`config.mk`:
```
export PLATFORM = sky130hd
export DESIGN_NAME = small_sorting_network
export DESIGN_NICKNAME = d
export VERILOG_FILES = /design/src/hw/rtl/ssn_pkg.sv /design/src/hw/rtl/small_sorting_network.sv
export SDC_FILE = /design/constraint.sdc
export NUM_CORES = 1
export LEC_CHECK = 0
export ABC_AREA = 1
export BUFFER_PORTS_ARGS = -buffer_cell sky130_fd_sc_hd__clkbuf_2
export CAP_MARGIN = 30
export CORE_ASPECT_RATIO = 1.75
export CORE_MARGIN = 1
export CORE_UTILIZATION = 57
export DETAILED_ROUTE_END_ITERATION = 10
export PLACE_DENSITY = 0.78
export SLEW_MARGIN = 0
export SYNTH_ARGS = -nofsm -noshare
export SYNTH_HDL_FRONTEND = slang
export SYNTH_SLANG_ARGS = --single-unit
```
`constraint.sdc`:
```
create_clock -name clk_i -period 6.5 [get_ports clk_i]
set_input_delay 0.325 -clock clk_i [delete_from_list [all_inputs] [get_ports clk_i]]
set_output_delay 0.325 -clock clk_i [all_outputs]
set_load 0.03 [all_outputs]
```
`src/hw/rtl/ssn_pkg.sv`:
```
// Package with the element types and compare-exchange tables of the sorting network.
`default_nettype none

package ssn_pkg;

  // Element and vector sizes.
  localparam int ElemWidth     = 8;
  localparam int NumElems      = 6;
  localparam int MaxPairs      = 12;
  localparam int NumCounts     = 8;
  localparam int StepsPerStage = 3;
  localparam int NumStages     = MaxPairs / StepsPerStage;

  typedef logic [ElemWidth-1:0]                elem_t;
  typedef logic [NumElems-1:0][ElemWidth-1:0]  elems_t;
  typedef logic [2:0]                          count_t;
  typedef logic [2:0]                          pos_t;
  typedef logic [3:0]                          step_t;

  // Number of compare-exchanges in the network for each count.
  localparam step_t NetLen [NumCounts] = '{
    4'd0, 4'd0, 4'd1, 4'd3, 4'd5, 4'd9, 4'd12, 4'd0
  };

  // Lower position of each compare-exchange, per count.
  localparam pos_t NetLo [NumCounts][MaxPairs] = '{
    '{3'd0, 3'd0, 3'd0, 3'd0, 3'd0, 3'd0, 3'd0, 3'd0, 3'd0, 3'd0, 3'd0, 3'd0},
    '{3'd0, 3'd0, 3'd0, 3'd0, 3'd0, 3'd0, 3'd0, 3'd0, 3'd0, 3'd0, 3'd0, 3'd0},
    '{3'd0, 3'd0, 3'd0, 3'd0, 3'd0, 3'd0, 3'd0, 3'd0, 3'd0, 3'd0, 3'd0, 3'd0},
    '{3'd0, 3'd0, 3'd1, 3'd0, 3'd0, 3'd0, 3'd0, 3'd0, 3'd0, 3'd0, 3'd0, 3'd0},
    '{3'd0, 3'd1, 3'd0, 3'd2, 3'd1, 3'd0, 3'd0, 3'd0, 3'd0, 3'd0, 3'd0, 3'd0},
    '{3'd0, 3'd0, 3'd1, 3'd2, 3'd0, 3'd2, 3'd1, 3'd1, 3'd3, 3'd0, 3'd0, 3'd0},
    '{3'd0, 3'd1, 3'd0, 3'd1, 3'd2, 3'd3, 3'd0, 3'd2, 3'd4, 3'd1, 3'd1, 3'd3},
    '{3'd0, 3'd0, 3'd0, 3'd0, 3'd0, 3'd0, 3'd0, 3'd0, 3'd0, 3'd0, 3'd0, 3'd0}
  };

  // Upper position of each compare-exchange, per count.
  localparam pos_t NetHi [NumCounts][MaxPairs] = '{
    '{3'd0, 3'd0, 3'd0, 3'd0, 3'd0, 3'd0, 3'd0, 3'd0, 3'd0, 3'd0, 3'd0, 3'd0},
    '{3'd0, 3'd0, 3'd0, 3'd0, 3'd0, 3'd0, 3'd0, 3'd0, 3'd0, 3'd0, 3'd0, 3'd0},
    '{3'd1, 3'd0, 3'd0, 3'd0, 3'd0, 3'd0, 3'd0, 3'd0, 3'd0, 3'd0, 3'd0, 3'd0},
    '{3'd2, 3'd1, 3'd2, 3'd0, 3'd0, 3'd0, 3'd0, 3'd0, 3'd0, 3'd0, 3'd0, 3'd0},
    '{3'd2, 3'd3, 3'd1, 3'd3, 3'd2, 3'd0, 3'd0, 3'd0, 3'd0, 3'd0, 3'd0, 3'd0},
    '{3'd4, 3'd2, 3'd3, 3'd4, 3'd1, 3'd3, 3'd4, 3'd2, 3'd4, 3'd0, 3'd0, 3'd0},
    '{3'd4, 3'd5, 3'd2, 3'd3, 3'd4, 3'd5, 3'd1, 3'd3, 3'd5, 3'd4, 3'd2, 3'd4},
    '{3'd0, 3'd0, 3'd0, 3'd0, 3'd0, 3'd0, 3'd0, 3'd0, 3'd0, 3'd0, 3'd0, 3'd0}
  };

  // One compare-exchange of the network for this count; steps past the end do nothing.
  function automatic elems_t apply_step(elems_t v, count_t cnt, step_t step);
    elems_t r;
    pos_t   a;
    pos_t   b;
    elem_t  ea;
    elem_t  eb;
    r  = v;
    a  = NetLo[cnt][step];
    b  = NetHi[cnt][step];
    ea = v[a];
    eb = v[b];
    if (step < NetLen[cnt] && ea > eb) begin
      r[a] = eb;
      r[b] = ea;
    end
    return r;
  endfunction

endpackage

`default_nettype wire

```
`src/hw/rtl/small_sorting_network.sv`:
```
// Top level of the six-element sorting network, a four-stage pipeline.
//
//   channel   handshake              payload
//   --------  ---------------------  -------------------------------
//   input     start_i, busy_o        count_i, value0_i .. value5_i
//   result    strobe_o               sorted0_o .. sorted5_o
//
// Each stage applies three compare-exchanges of the selected network, so the
// twelve-step worst case takes four register stages. A beat can enter every
// cycle. Its result appears on strobe_o as it leaves the last stage register.
// busy_o stays low: the receiver cannot stall, so the pipeline always moves.
// Reset clears the stage valid bits; the data registers are not reset.
`default_nettype none

module small_sorting_network
  import ssn_pkg::*;
(
  input  wire logic                 clk_i,
  input  wire logic                 rst_ni,
  input  wire logic                 start_i,
  output logic                      busy_o,
  input  wire logic [2:0]           count_i,
  input  wire logic [ElemWidth-1:0] value0_i,
  input  wire logic [ElemWidth-1:0] value1_i,
  input  wire logic [ElemWidth-1:0] value2_i,
  input  wire logic [ElemWidth-1:0] value3_i,
  input  wire logic [ElemWidth-1:0] value4_i,
  input  wire logic [ElemWidth-1:0] value5_i,
  output logic                      strobe_o,
  output logic [ElemWidth-1:0]      sorted0_o,
  output logic [ElemWidth-1:0]      sorted1_o,
  output logic [ElemWidth-1:0]      sorted2_o,
  output logic [ElemWidth-1:0]      sorted3_o,
  output logic [ElemWidth-1:0]      sorted4_o,
  output logic [ElemWidth-1:0]      sorted5_o
);

  // Stage registers: valid bit, count and element vector travel together.
  logic   [NumStages-1:0] vld_q, vld_d;
  count_t                 cnt_q  [NumStages];
  count_t                 cnt_d  [NumStages];
  elems_t                 data_q [NumStages];
  elems_t                 data_d [NumStages];

  // Input beat as a vector.
  elems_t in_vec;
  assign in_vec = {value5_i, value4_i, value3_i, value2_i, value1_i, value0_i};

  // The pipeline never stalls.
  assign busy_o = 1'b0;

  // Each stage takes its predecessor and applies its three compare-exchanges.
  always_comb begin
    elems_t v;
    count_t c;
    logic   vl;
    for (int s = 0; s < NumStages; s++) begin
      if (s == 0) begin
        v  = in_vec;
        c  = count_i;
        vl = start_i & ~busy_o;
      end else begin
        v  = data_q[s-1];
        c  = cnt_q[s-1];
        vl = vld_q[s-1];
      end
      for (int k = 0; k < StepsPerStage; k++) begin
        v = apply_step(v, c, step_t'(s * StepsPerStage + k));
      end
      vld_d[s]  = vl;
      cnt_d[s]  = c;
      data_d[s] = v;
    end
  end

  // Valid bits are control state and are reset.
  always_ff @(posedge clk_i or negedge rst_ni) begin
    if (!rst_ni) begin
      vld_q <= '0;
    end else begin
      vld_q <= vld_d;
    end
  end

  // Payload registers load every cycle.
  always_ff @(posedge clk_i) begin
    for (int s = 0; s < NumStages; s++) begin
      cnt_q[s]  <= cnt_d[s];
      data_q[s] <= data_d[s];
    end
  end

  // Result beat from the last stage.
  assign strobe_o  = vld_q[NumStages-1];
  assign sorted0_o = data_q[NumStages-1][0];
  assign sorted1_o = data_q[NumStages-1][1];
  assign sorted2_o = data_q[NumStages-1][2];
  assign sorted3_o = data_q[NumStages-1][3];
  assign sorted4_o = data_q[NumStages-1][4];
  assign sorted5_o = data_q[NumStages-1][5];

endmodule

`default_nettype wire

```
==> results of run 1 <==
[synth_stat cells, drive strengths merged]
library cell	instances
a32oi	1
a21boi	6
conb	1
nor2	237
ha	112
a22oi	14
o21ai	346
buf	58
o41ai	1
o211ai	24
dfrtp	4
mux2i	10
and3	3
o31ai	1
a21o	1
clkbuf	110
a221oi	1
nor3	8
a211oi	2
a21oi	228
o221ai	2
and2	6
o22a	3
o22ai	29
o21bai	3
o21a	16
nand2	1241
nand3	370
a31oi	13
or2	15
inv	427
dfxtp	201
clkinv	6
o211a	3
nand4	47
[cell families after synthesis]
family | share of synthesized area (%)
simple gates | 40.5
compound gates | 19.1
buf+inv | 11.8
flops | 20.9
fa+ha+maj | 7.10
mux | 0.507
other cells | 0.0190
[layer usage]
metal,GRT overflow,GRT usage (%)
met1,8,67.0
met2,369,93.0
met3,14,49.4
met4,205,75.2
met5,3,20.9
[timing repair]
action / 4_1_cts
resized for setup: 106
pin swaps: 22
hold buffers: 3
setup endpoints to repair: 66
endpoints found under the hold margin: 6
buffers inserted: 22
cloned: 3
[stage by stage]
step | util (%) | instance area [µm²] | TNS, ns | cells
floorplan | - | 19700 | 0 | 3550
global placement | 72.8 | 24600 | -36.86 | 4528
detailed placement | 72.8 | 24600 | -53.88 | 4530
CTS | 76.4 | 25900 | 0 | 4591
==> impl_metrics.json, run 1 <==
{
  "clock_sinks": 205,
  "h-tree-depth": 1,
  "status": "aborted with a tool error",
  "grt_max_degree": 47,
  "synthTopCellsByArea": "nand2_1 23%, dfxtp_1 20%, nand3_1 9.4%, o21ai_0 7.9%, inv_1 7.8%",
  "synth.distinct_cells": 53,
  "ys_seq_area_share_pct": 20.9,
  "fp.dieW_um": 143,
  "portBuffers": 102,
  "overflow": 599,
  "dp.final_hpwl_um": 75500,
  "ys_seq_elements": 205,
  "fp.dieH_um": 248,
  "cts_made_buffers": 19,
  "ys_warn_count": 0,
  "lastStage": "5_1_grt",
  "syn_avg_cell_area_um2": 5.56,
  "clockBufferDepth": 3,
  "tool.error": "[ERROR GRT-0116] Global routing finished with congestion. Check the congestion regions in the DRC Viewer.",
  "grt_pass1_vias": 30600,
  "synth_top_area_share_pct": 23.4,
  "start_util_pct": 58.3,
  "syn_nets": 3716,
  "cts-root-buf": "clkbuf_16",
  "grt_pass1_wl_um": 194000,
  "synth_top_area_cell": "nand2_1",
  "gp_congestion": 1.30,
  "rows": 89,
  "syn_area_um2": 19700,
  "synth_cells": 3550,
  "pin_count": 104,
  "grtUsageTotal_pct": 70.4,
  "post-place-ws_ns": -0.855
}
==> run 2, diff against run 1 <==
--- a/config.mk
+++ b/config.mk
@@ -8,11 +8,10 @@
 export ABC_AREA = 1
 export BUFFER_PORTS_ARGS = -buffer_cell sky130_fd_sc_hd__clkbuf_2
 export CAP_MARGIN = 30
-export CORE_ASPECT_RATIO = 1.75
 export CORE_MARGIN = 1
-export CORE_UTILIZATION = 57
+export CORE_UTILIZATION = 40
 export DETAILED_ROUTE_END_ITERATION = 10
-export PLACE_DENSITY = 0.78
+export PLACE_DENSITY_LB_ADDON = 0.15
 export SLEW_MARGIN = 0
 export SYNTH_ARGS = -nofsm -noshare
 export SYNTH_HDL_FRONTEND = slang
==> constraint.sdc (replaced) <==
create_clock -name clk_i -period 8.45 [get_ports clk_i]
set_input_delay 0.4225 -clock clk_i [delete_from_list [all_inputs] [get_ports clk_i]]
set_output_delay 0.4225 -clock clk_i [all_outputs]
set_load 0.03 [all_outputs]
==> impl_metrics.json, run 2 <==
{
  "hold_path.class": "in -> reg",
  "dp.final_hpwl_um": 69600,
  "final-instance-count-excl-fill": 4288,
  "fin_crit_sh_pct": 91.6,
  "synthTopCellsByArea": "nand2_1 23%, dfxtp_1 20%, nand3_1 9.4%, o21ai_0 7.9%, inv_1 7.8%",
  "cp_max_fo": 24,
  "internal_power_uw": 3600,
  "maxCapViolations": 0,
  "clock_sinks": 205,
  "drc": 0,
  "critPathKind": "reg -> reg",
  "nets": 3772,
  "firstDrtPassIters": 6,
  "vias": 23900,
  "p_seq_share_pct": 21.8,
  "p_leak_uw": 0.0118,
  "cts_tree": "built",
  "cts-root-buf": "clkbuf_16",
  "syn_area_um2": 19700,
  "grt_max_degree": 48,
  "postPlaceCellArea_um2": 21000,
  "start_util_pct": 40.5,
  "gp_congestion": 1.09,
  "antenna_left": 0,
  "setup.worst_path.start_class": "flip-flop",
  "status": "finished clean",
  "period_needed_ns": 7.74,
  "fp.dieW_um": 224,
  "worst_slew_pin_slew_ns": 0.974,
  "synth_common_cells": "1232 x nand2_1, 409 x inv_1, 369 x nand3_1",
  "synth_ff_type": "dfxtp_1",
  "top_register": "data_q",
  "overflow": 0,
  "pwr_density_cell_nw_per_um2": 369,
  "setup_tns_ns": 0,
  "relSlewSlack_pct": 35.0,
  "synth_cells": 3550,
  "pin_count": 104,
  "fin_util_pct": 44.9,
  "syn_nets": 3716,
  "core-area_um2": 48700,
  "synth_top_area_cell": "nand2_1",
  "ys_warn_count": 0,
  "h-tree-depth": 1,
  "layout_common_cells": "1231 x nand2_1, 408 x inv_1, 369 x nand3_1",
  "crit_top_cell": "nand2_1",
  "fillers": 5422,
  "cts.clk_slew.worst_paths_ns": 0.06,
  "comb_power_share_pct": 65.8,
  "syn_avg_cell_area_um2": 5.56,
  "ys_seq_elements": 205,
  "max_freq_mhz": 129,
  "rows": 81,
  "arrival_ns": 8.17,
  "vdd_drop_max_v": 0.000169,
  "synth-edff-count": 0,
  "routed_via_density": 5.58,
  "largest_register_ff_count": 192,
  "multi_input_area_um2": 13300,
  "critical_path_buf_inv_count": 5,
  "setup-violations-final": 0,
  "finalInstanceArea_um2": 21900,
  "crit_family": "simple AND/OR/NAND/NOR gates",
  "antenna_found_initial": 0,
  "grt_pass1_vias": 21300,
  "cts_made_buffers": 25,
  "clockBufferDepth": 3,
  "power_uw": 8090,
  "max_stage_delay_ns": 0.41,
  "rsz0062_at_grt": "no",
  "synth.distinct_cells": 53,
  "drt_wl_total_um": 87000,
  "final_common_cell": "nand2_1",
  "required_ns": 8.88,
  "synth_top_area_share_pct": 23.4,
  "ys_seq_area_share_pct": 20.9,
  "dp_cells": 4235,
  "fp.dieH_um": 224,
  "power.switching_uw": 4490,
  "syn2layout_area_growth_pct": 11.1,
  "grt_pass1_wl_um": 130000,
  "final_max_slew_viol_count": 0,
  "endpoint_kind": "flip-flop",
  "wl_per_cell_um": 20.3,
  "portBuffers": 102,
  "finalHoldViolations": 0,
  "reg_top3": "data_q: 192 flops, cnt_q: 9 flops, vld_q: 4 flops",
  "antenna_cells": 0,
  "final.setup_skew_ns": 0.0148,
  "swShare_pct": 55.5,
  "cp_slowest_cell": "dfxtp_1",
  "clk_latency_ns": 0.53,
  "regArea_um2": 4120,
  "pwr-share-clk_pct": 12.4,
  "async_flop_share_pct": 1.95,
  "grtUsageTotal_pct": 34.0,
  "drt_iter0_drc": 3514,
  "die_area_um2": 50200,
  "synth_most_common_cell": "nand2_1",
  "layout-drive-gt1-share_pct": 8.72
}
[run 2: cell counts after synthesis]
Identical to the previous run, type by type.
[run 2: repair_timing]
item / CTS / global route
hold buffers: 2 / 0
hold endpoints to repair: 5 / 0
gates resized for setup: 0 / 10
setup endpoints to repair: 0 / 32
setup buffers: 0 / 5
[run 2: metal layers]
layer | vias to the layer above | share of wire [%] | wire length [µm] | global-route usage, %
met3 | 260 | 10 | 8930 | 6.07
met2 | 1430 | 41 | 36000 | 50.8
li1 | 11600 | - | - | -
met4 | 0 | 5.8 | 5020 | 17.4
met1 | 10600 | 43 | 37100 | 46.5
met5 | - | 0 | 0 | 0
[run 2: cells by family (layout without fill, tap and decap cells)]
| kind of cell | count (synthesis) | count (layout) | synth area share (%) |
|---|---|---|---|
| buffers and inverters | 601 | 675 | 11.8 |
| flip-flops | 205 | 205 | 20.9 |
| other | 1 | 1 | 0.0190 |
| AND/OR/NAND/NOR | 1927 | 1927 | 40.5 |
| adder cells (fa/ha/maj) | 112 | 112 | 7.10 |
| multiplexers | 10 | 10 | 0.507 |
| AO/OA/AOI/OAI | 694 | 694 | 19.1 |
[run 2: power by group through the flow]
stage,clock network (µW),logic [µW],registers [µW]
after floorplan,0,3340,1780
after global placement,0,5120,1790
after detailed placement,0,5110,1780
after CTS,1020,5130,1760
after global routing,1060,5880,1780
final,1000,5330,1760
[run 2: cell type report]
type / instances / area share, %
multi-input combinational: 2744 / 60.7
sequential: 205 / 18.8
inverter: 433 / 7.44
timing repair buffer: 196 / 5.63
tap: 664 / 3.79
clock buffer: 32 / 3.11
clock inverter: 13 / 0.446
timing repair inverter: 1 / 0.0343
[run 2: path summary, 6_finish.rpt]
path / cells after the start / from / endpoint / slack, ns
hold / removal: 1 / count_i[1] / cnt_q[0][1]$_DFF_P_ / 0.11
setup reg to reg: 36 / cnt_q[0][0]$_DFF_P_ / data_q[1][25]$_DFF_P_ / 0.71
min in group asynchronous: 2 / rst_ni / vld_q[0]$_DFF_PN0_ / 0.23
max in group asynchronous: 2 / rst_ni / vld_q[2]$_DFF_PN0_ / 8.10
setup / recovery: 36 / cnt_q[0][0]$_DFF_P_ / data_q[1][25]$_DFF_P_ / 0.71
hold reg to reg: 0 / data_q[2][42]$_DFF_P_ / data_q[3][42]$_DFF_P_ / 0.33
[run 2: worst register-to-register path, delay by kind of cell, from the launching register on]
family                   cells  cell delay [ns]
flip-flops                   1             0.41
adder cells (fa/ha/maj)      4             1.28
buffers and inverters        5             1.07
AO/OA/AOI/OAI                7             1.67
AND/OR/NAND/NOR             20             3.21
[run 2: metrics by stage]
stage	setup slack [ns]	hold slack, ns
2_1_floorplan	1.96	0.127
3_3_place_gp	0.505	0.235
3_5_place_dp	0.357	0.232
4_1_cts	0.316	0.0842
5_1_grt	0.00372	0.0896
6_report	0.708	0.110
No activity file was read; power rests on OpenSTA's default activity.
==> run 3, diff against run 2 <==
==> constraint.sdc (replaced) <==
create_clock -name clk_i -period 7.91 [get_ports clk_i]
set_input_delay 0.3955 -clock clk_i [delete_from_list [all_inputs] [get_ports clk_i]]
set_output_delay 0.3955 -clock clk_i [all_outputs]
set_load 0.03 [all_outputs]
==> impl_metrics.json, run 3 (synthesis gave the netlist of run 2 again) <==
{
  "rows": 81,
  "cts_tree": "built",
  "final_common_cell": "nand2_1",
  "h-tree-depth": 1,
  "dp.final_hpwl_um": 71300,
  "top_register": "data_q",
  "max_freq_mhz": 136,
  "reg_top3": "data_q: 192 flops, cnt_q: 9 flops, vld_q: 4 flops",
  "r2r_end": "data_q[2][38]$_DFF_P_",
  "core-area_um2": 48700,
  "fp.dieH_um": 224,
  "whs_endpoint": "cnt_q[0][1]$_DFF_P_",
  "setup_tns_ns": 0,
  "post-place-ws_ns": -0.0979,
  "critPathKind": "in -> reg",
  "cp_max_fo": 25,
  "drc": 0,
  "min_path_cells": 1,
  "drt_iter0_drc": 3289,
  "cts_made_buffers": 24,
  "arrival_ns": 7.78,
  "worst_slew_pin_slew_ns": 1.07,
  "gp_congestion": 1.06,
  "fin_util_pct": 45.2,
  "final_max_slew_viol_count": 0,
  "finalHoldViolations": 0,
  "layout-drive-gt1-share_pct": 9.19,
  "pwr_density_cell_nw_per_um2": 397,
  "fin_ws_ns": 0.556,
  "multi_input_area_um2": 13400,
  "drt_wl_total_um": 89200,
  "fin_crit_sh_pct": 93.0,
  "cts-root-buf": "clkbuf_16",
  "overflow": 0,
  "setup-violations-final": 0,
  "crit_top_cell": "nand2_1",
  "dp_cells": 4238,
  "regArea_um2": 4120,
  "max_stage_delay_ns": 0.42,
  "grtUsageTotal_pct": 34.9,
  "antenna_cells": 0,
  "final-instance-count-excl-fill": 4289,
  "grt_pass1_vias": 21400,
  "r2r_slack_ns": 0.56,
  "worstHoldStart": "count_i[1]",
  "syn2layout_area_growth_pct": 11.7,
  "routed_via_density": 5.60,
  "die_area_um2": 50200,
  "critical_path_buf_inv_count": 13,
  "layout_common_cells": "1230 x nand2_1, 407 x inv_1, 367 x nand3_1",
  "antenna_left": 0,
  "clk_latency_ns": 0.54,
  "maxCapViolations": 0,
  "period_needed_ns": 7.35,
  "pin_count": 104,
  "required_ns": 8.33,
  "antenna_found_initial": 1,
  "endpoint_kind": "flip-flop",
  "cts.clk_slew.worst_paths_ns": 0.06,
  "grt_pass1_wl_um": 134000,
  "status": "finished clean",
  "clock_sinks": 205,
  "vias": 24000,
  "fillers": 5453,
  "relSlewSlack_pct": 28.1,
  "finalInstanceArea_um2": 22000,
  "r2r_start": "cnt_q[1][0]$_DFF_P_",
  "cp_slowest_cell": "inv_1",
  "setup.worst_path.start_class": "primary input",
  "final.setup_skew_ns": 0.0204,
  "start_util_pct": 40.5,
  "portBuffers": 102,
  "postPlaceCellArea_um2": 21100,
  "clockBufferDepth": 3,
  "firstDrtPassIters": 10,
  "largest_register_ff_count": 192,
  "nets": 3774,
  "hold_path.class": "in -> reg",
  "grt_max_degree": 47,
  "worstRegToRegCells": 40,
  "wl_per_cell_um": 20.8,
  "crit_family": "simple AND/OR/NAND/NOR gates",
  "fp.dieW_um": 224,
  "vdd_drop_max_v": 0.000227,
  "p_leak_uw": 0.0118
}
run 3: cell types whose count changed in the layout (fill, tap and decap cells not counted), sizes merged:
cell and change:
clkinv -2, bufinv +2, inv -2, buf +3
run 3: worst max path at each step:
stage	startpoint	to	depth (start not counted)
2_1_floorplan	count_i[1]	data_q[0][21]$_DFF_P_	49
3_3_place_gp	cnt_q[0][0]$_DFF_P_	data_q[1][47]$_DFF_P_	43
3_5_place_dp	cnt_q[0][0]$_DFF_P_	data_q[1][47]$_DFF_P_	43
4_1_cts	cnt_q[0][0]$_DFF_P_	data_q[1][22]$_DFF_P_	44
5_1_grt	cnt_q[0][0]$_DFF_P_	data_q[1][25]$_DFF_P_	48
6_report	count_i[0]	data_q[0][27]$_DFF_P_	51
run 3: cell type report:
type | count | share of cell area [%]
Clock buffer | 32 | 3.09
Clock inverter | 11 | 0.596
Inverter | 433 | 7.41
Multi-Input combinational cell | 2744 | 60.6
Sequential cell | 205 | 18.7
Tap cell | 664 | 3.77
Timing Repair Buffer | 199 | 5.79
Timing Repair inverter | 1 | 0.0341
run 3: timing repair:
item                                    4_1_cts  5_1_grt
hold endpoints to repair                      5        0
resized for setup                             1       29
endpoints found under the setup margin        8       71
hold buffers                                  2        0
cloned                                        0        1
setup buffers                                 0        5
run 3: layer usage:
metal  track usage, %  wire length (µm)
met3             5.67              8630
met2             52.0             36900
met5                0                13
met4             17.2              4990
met1             48.5             38700
run 3: metrics by stage:
step	power [µW]	hold WS, ns
finish	8750	0.0575
global route	9470	0.0400
CTS	8560	0.0373
detailed placement	7400	0.207
global placement	7450	0.206
floorplan	5470	0.0999
run 3: worst reg2reg max path: cells and delay by family, from the launching register on:
family / cells / cell delay, ns
adder cells (fa/ha/maj): 4 / 1.06
flip-flops: 1 / 0.48
AND/OR/NAND/NOR: 15 / 1.74
AO/OA/AOI/OAI: 12 / 2.31
buffers and inverters: 9 / 1.63
run 3: report_power, final:
| part | switching [µW] | internal [µW] | leakage (µW) | total, µW |
|---|---|---|---|---|
| Sequential | 389 | 1490 | 0.00174 | 1880 |
| Combinational | 3990 | 1760 | 0.00971 | 5750 |
| Clock | 452 | 672 | 0.000391 | 1120 |
